### src/rtl/era_pkg.sv
// Shared types, constants and the arctangent table for the Euler rotation block.
`default_nettype none
package era_pkg;
	localparam int AngW = 36;
	localparam int CW = 34;
	localparam logic signed [AngW-1:0] AngPi = 36'sd3373259426;
	localparam logic signed [AngW-1:0] AngTwoPi = 36'sd6746518852;
	localparam logic signed [AngW-1:0] AngHalfPi = 36'sd1686629713;
	localparam logic signed [CW-1:0] CordicGain = 34'sd652032874;

	typedef logic signed [CW-1:0] cval_t;
	typedef logic signed [AngW-1:0] ang_t;
	typedef logic signed [15:0] q14_t;

	function automatic ang_t atan_q30(input logic [4:0] i);
		logic [31:0] t;
		begin
			unique case (i)
				5'd0: t = 32'h3243F6A8; 5'd1: t = 32'h1DAC6705; 5'd2: t = 32'h0FADBAFC;
				5'd3: t = 32'h07F56EA6; 5'd4: t = 32'h03FEAB76; 5'd5: t = 32'h01FFD55B;
				5'd6: t = 32'h00FFFAAA; 5'd7: t = 32'h007FFF55; 5'd8: t = 32'h003FFFEA;
				5'd9: t = 32'h001FFFFD; 5'd10: t = 32'h000FFFFF; 5'd11: t = 32'h0007FFFF;
				5'd12: t = 32'h0003FFFF; 5'd13: t = 32'h0001FFFF; 5'd14: t = 32'h0000FFFF;
				5'd15: t = 32'h00007FFF; 5'd16: t = 32'h00003FFF; 5'd17: t = 32'h00001FFF;
				5'd18: t = 32'h00000FFF; 5'd19: t = 32'h000007FF; 5'd20: t = 32'h000003FF;
				5'd21: t = 32'h000001FF; 5'd22: t = 32'h000000FF; 5'd23: t = 32'h0000007F;
				5'd24: t = 32'h0000003F; 5'd25: t = 32'h0000001F; 5'd26: t = 32'h0000000F;
				5'd27: t = 32'h00000008; 5'd28: t = 32'h00000004; 5'd29: t = 32'h00000002;
				5'd30: t = 32'h00000001; default: t = 32'h00000000;
			endcase
			atan_q30 = ang_t'({4'b0, t});
		end
	endfunction

	function automatic q14_t clamp_one(input logic signed [47:0] v);
		begin
			if (v > 48'sd16384) clamp_one = 16'sd16384;
			else if (v < -48'sd16384) clamp_one = -16'sd16384;
			else clamp_one = q14_t'(v[15:0]);
		end
	endfunction
endpackage
`default_nettype wire

### src/rtl/era_cordic.sv
// Pipelined sine/cosine unit: angle folding, CORDIC stages and Q1.14 rounding.
`default_nettype none
module era_cordic #(
	parameter int STAGES = 16
) (
	input wire logic clk,
	input wire logic adv,
	input wire logic signed [15:0] angle,
	output era_pkg::q14_t sin_q,
	output era_pkg::q14_t cos_q
);
	localparam int N = (STAGES > 32) ? 32 : STAGES;

	era_pkg::cval_t x_s[N+1];
	era_pkg::cval_t y_s[N+1];
	era_pkg::ang_t z_s[N+1];
	logic neg_s[N+1];

	era_pkg::ang_t z_w, z_r;
	logic neg_w;

	always_comb begin
		z_w = era_pkg::ang_t'(angle) <<< 18;
		if (z_w > era_pkg::AngPi) z_w = z_w - era_pkg::AngTwoPi;
		else if (z_w < -era_pkg::AngPi) z_w = z_w + era_pkg::AngTwoPi;
		neg_w = 1'b0;
		z_r = z_w;
		if (z_w > era_pkg::AngHalfPi) begin
			z_r = z_w - era_pkg::AngPi;
			neg_w = 1'b1;
		end else if (z_w < -era_pkg::AngHalfPi) begin
			z_r = z_w + era_pkg::AngPi;
			neg_w = 1'b1;
		end
	end

	always_ff @(posedge clk) begin
		if (adv) begin
			x_s[0] <= era_pkg::CordicGain;
			y_s[0] <= '0;
			z_s[0] <= z_r;
			neg_s[0] <= neg_w;
		end
	end

	for (genvar i = 0; i < N; i++) begin : g_stage
		always_ff @(posedge clk) begin
			if (adv) begin
				neg_s[i+1] <= neg_s[i];
				if (!z_s[i][era_pkg::AngW-1]) begin
					x_s[i+1] <= x_s[i] - (y_s[i] >>> i);
					y_s[i+1] <= y_s[i] + (x_s[i] >>> i);
					z_s[i+1] <= z_s[i] - era_pkg::atan_q30(5'(i));
				end else begin
					x_s[i+1] <= x_s[i] + (y_s[i] >>> i);
					y_s[i+1] <= y_s[i] - (x_s[i] >>> i);
					z_s[i+1] <= z_s[i] + era_pkg::atan_q30(5'(i));
				end
			end
		end
	end

	logic signed [47:0] xf, yf;
	always_comb begin
		xf = 48'(x_s[N]);
		yf = 48'(y_s[N]);
		if (neg_s[N]) begin
			xf = -xf;
			yf = -yf;
		end
	end

	always_ff @(posedge clk) begin
		if (adv) begin
			sin_q <= era_pkg::clamp_one((yf + 48'sd32768) >>> 16);
			cos_q <= era_pkg::clamp_one((xf + 48'sd32768) >>> 16);
		end
	end
endmodule
`default_nettype wire

### config.mk
export PLATFORM = sky130hd
export DESIGN_NAME = era_cordic
export DESIGN_NICKNAME = d
export VERILOG_FILES = /design/src/rtl/era_pkg.sv /design/src/rtl/era_cordic.sv
export SDC_FILE = /design/constraint.sdc
export NUM_CORES = 2
export LEC_CHECK = 0
export BUFFER_PORTS_ARGS = -buffer_cell sky130_fd_sc_hd__buf_2
export CORE_ASPECT_RATIO = 1.2
export CORE_MARGIN = 1
export CORE_UTILIZATION = 32
export DETAILED_ROUTE_END_ITERATION = 6
export PLACE_DENSITY_LB_ADDON = 0.25
export RECOVER_POWER = 100
export SKIP_LAST_GASP = 1
export SYNTH_ARGS = -nofsm -noshare
export SYNTH_HDL_FRONTEND = slang
export SYNTH_SLANG_ARGS = --single-unit
export TNS_END_PERCENT = 1
### constraint.sdc
create_clock -name clk -period 8.1 [get_ports clk]
set_input_delay 0 -clock clk [delete_from_list [all_inputs] [get_ports clk]]
set_output_delay 0 -clock clk [all_outputs]
set_load 0.02 [all_outputs]
==> impl_metrics.toml <==
[run_status]
status = "finished with violations"
violations = "max-capacitance violations, max-slew violations"

[critical_path]
cp-end-kind = "flop"
worstPathMaxFanout = 72
critPathArrivalTime_ns = 7.20
cp_top_family = "compound AO/OA/AOI/OAI gates"
required_ns = 8.72
cp_slowest_cell = "clkbuf_1"
startpoint_type = "input port"
cp_cell_sequence = "dlygate4sd3_1, buf_12, clkbuf_1, nand2_1, clkbuf_1, o21ai_0, ha_1, a21o_1, a211oi_1, o21ba_1, a211o_1, o211a_1, o41ai_1, a211oi_1, o21a_1, o31ai_1, a21oi_1, xnor2_1"
path_class = "in -> reg"
slowest_delay_ns = 1.29
cp_num_buf_inv = 4

[timing]
post-route-period-util_pct = 81.3
hold_ws_ns = 0.239
worst_pin_slew_ns = 7.42
slew_headroom_pct = -395
finClkSkew_ns = 0.0550
hold_viol_final = 0
fin_setup_tns_ns = 0
maxSlewViolCount = 1471
post-route-min-period_ns = 6.58
fmax_mhz = 152
rsz0062_at_grt = "false"
setup_violations = 0

[cts]
post_cts_buffers = 0
clock_path_buffers = 4
cts_resized = 0
cts_tree = "done"
clock_latency_ns = 0.91
cts_hold_buf = 33
cts_buffers = 186
clkTransAtPathRegs_ns = 0.06
htreeDepth = 4
clock_sinks = 1563
cts-root-buf = "clkbuf_16"

[routing]
drc_errors = 0
wl_mm = 341
first_pass_iters = 6
ant_nets = 0
drt_iter0_drc = 4493
wl_per_cell_um = 17.5
routed_via_density = 5.15
num_vias = 100389

[placed_design]
port_buffers = 49
dp_cells = 19142
place_congestion = 0.892
place_hpwl_mm = 274

[cells_and_area]
final_cell_mix = "1563 x edfxtp_1, 1464 x ha_1, 1348 x a21oi_1"
fillers = 42005
fin_nets = 15428
syn2layout_area_growth_pct = 9.74
fin_util_pct = 35.3
multi_input_area_mm2 = 0.0821
register_area_mm2 = 0.0469
final_common_cell = "edfxtp_1"
final_cells = 19503
drive_above_1_share_pct = 3.53

[floorplanning]
ioPinCount = 50
core_area_mm2 = 0.411
initial_core_util_pct = 32.1
die_h_um = 706
die_w_um = 589
fp-row-count = 258
die_area_mm2 = 0.416

[hold_path]
hold_class = "in -> reg"

[global_route]
grt_pass1_vias = 99510
grt_start_max_net_pins = 152
grt_usage_pct = 15.9
antenna_found_initial = 2
grt_pass1_wl_mm = 539
grt_overflow_total = 0

[synthesis]
yosysTopAreaCellShare_pct = 35.5
synth.ff_latch_count = 1563
ys_async_sr_fraction_pct = 0
yosysWarnings = 0
synthCells = 13794
synth_area_leader_cell = "edfxtp_1"
synth.avg_cell_area_um2 = 9.58
synth_edf_count = 1563
syn_nets = 15319
syn_area_mm2 = 0.132
synthDistinctLibCells = 103
ys.flop_type = "edfxtp_1"
yosysSeqAreaShare_pct = 35.5
ys_top_cells_by_area = "edfxtp_1 36%, ha_1 14%, xnor2_1 8.8%, a21oi_1 5.1%, xor2_1 4.2%"

[run]
timing.max_cap.violations = 31
area by class of cell:
| cell class | count | area share [%] |
|---|---|---|
| Antenna cell | 1 | 0.00173 |
| Clock buffer | 227 | 3.37 |
| Clock inverter | 100 | 0.766 |
| Inverter | 558 | 1.44 |
| Multi-Input combinational cell | 11433 | 56.6 |
| Sequential cell | 1563 | 32.4 |
| Tap cell | 5460 | 4.71 |
| Timing Repair Buffer | 161 | 0.689 |
registers in the layout, indices dropped and copies added, names as in the netlist:
name,flops
cos_q,16
neg_s,16
sin_q,16
x_s,484
y_s,511
z_s,520
Yosys cell counts (all sizes together), types with 44 or more instances:
cell type,count
a211o,44
a211oi,134
a21boi,44
a21o,534
a21oi,1349
a31oi,118
and2,88
and3,126
clkbuf,203
edfxtp,1563
ha,1464
inv,551
mux2,44
mux2i,73
nand2,788
nand2b,233
nand3,278
nand4,93
nor2,1081
nor2b,194
nor3,370
nor4,95
o211ai,83
o21a,234
o21ai,748
o21bai,184
o31ai,136
o41ai,61
or2,60
or3,159
or4,48
xnor2,1331
xor2,629
per-layer routing:
metal	track usage [%]	vias to the layer above	wire length, um	share of wire, %
met5	0	-	0	0
met4	6.11	0	13800	4.1
met3	1.54	568	7680	2.2
met2	32.8	1277	189000	55
met1	16.1	46918	131000	38
li1	-	51626	-	-
kinds of logic after synthesis:
kind of cell               Yosys count  share of synthesized area [%]
AOI/OAI and AO/OA                 4101                           19.9
and+or+nand+nor                   3748                           13.9
xor gates and xnor gates          1960                           13.0
DFF                               1563                           35.5
adders and majority gates         1507                           14.5
buffers and inverters              798                           2.28
muxes                              117                          0.928
final timing paths:
check             cells after the start           to  startpoint  slack [ns]
setup / recovery                     18  x_s[13][33]         adv        1.52
setup reg to reg                     17   x_s[6][33]  z_s[5][35]        1.62
hold / removal                        4   z_s[0][25]    angle[7]        0.24
hold reg to reg                       0     neg_s[6]    neg_s[5]        0.42
worst reg2reg max path, stage by stage (launching register included):
cell	delay [ns]
edfxtp_1	0.35
nand2_1	0.07
inv_1	0.71
clkbuf_1	1.32
nor2_1	0.17
xor2_1	0.22
ha_1	0.20
a21o_1	0.22
a2111o_1	0.44
a211oi_1	0.41
o211a_1	0.27
nor3_1	0.09
o31ai_1	0.61
o31ai_1	0.24
o41ai_1	0.49
o21bai_1	0.11
a21oi_1	0.19
xnor2_1	0.08
metrics by stage:
step	instance area (um^2)	setup slack, ns
global route	145000	1.05
detailed placement	139000	2.26
global placement	139000	2.26
CTS	145000	2.49
finish	145000	1.52
floorplan	132000	3.30
Power is left out: the tool's default activity adds up to more than one toggle a clock period on the data nets, which glitch-free logic cannot reach.
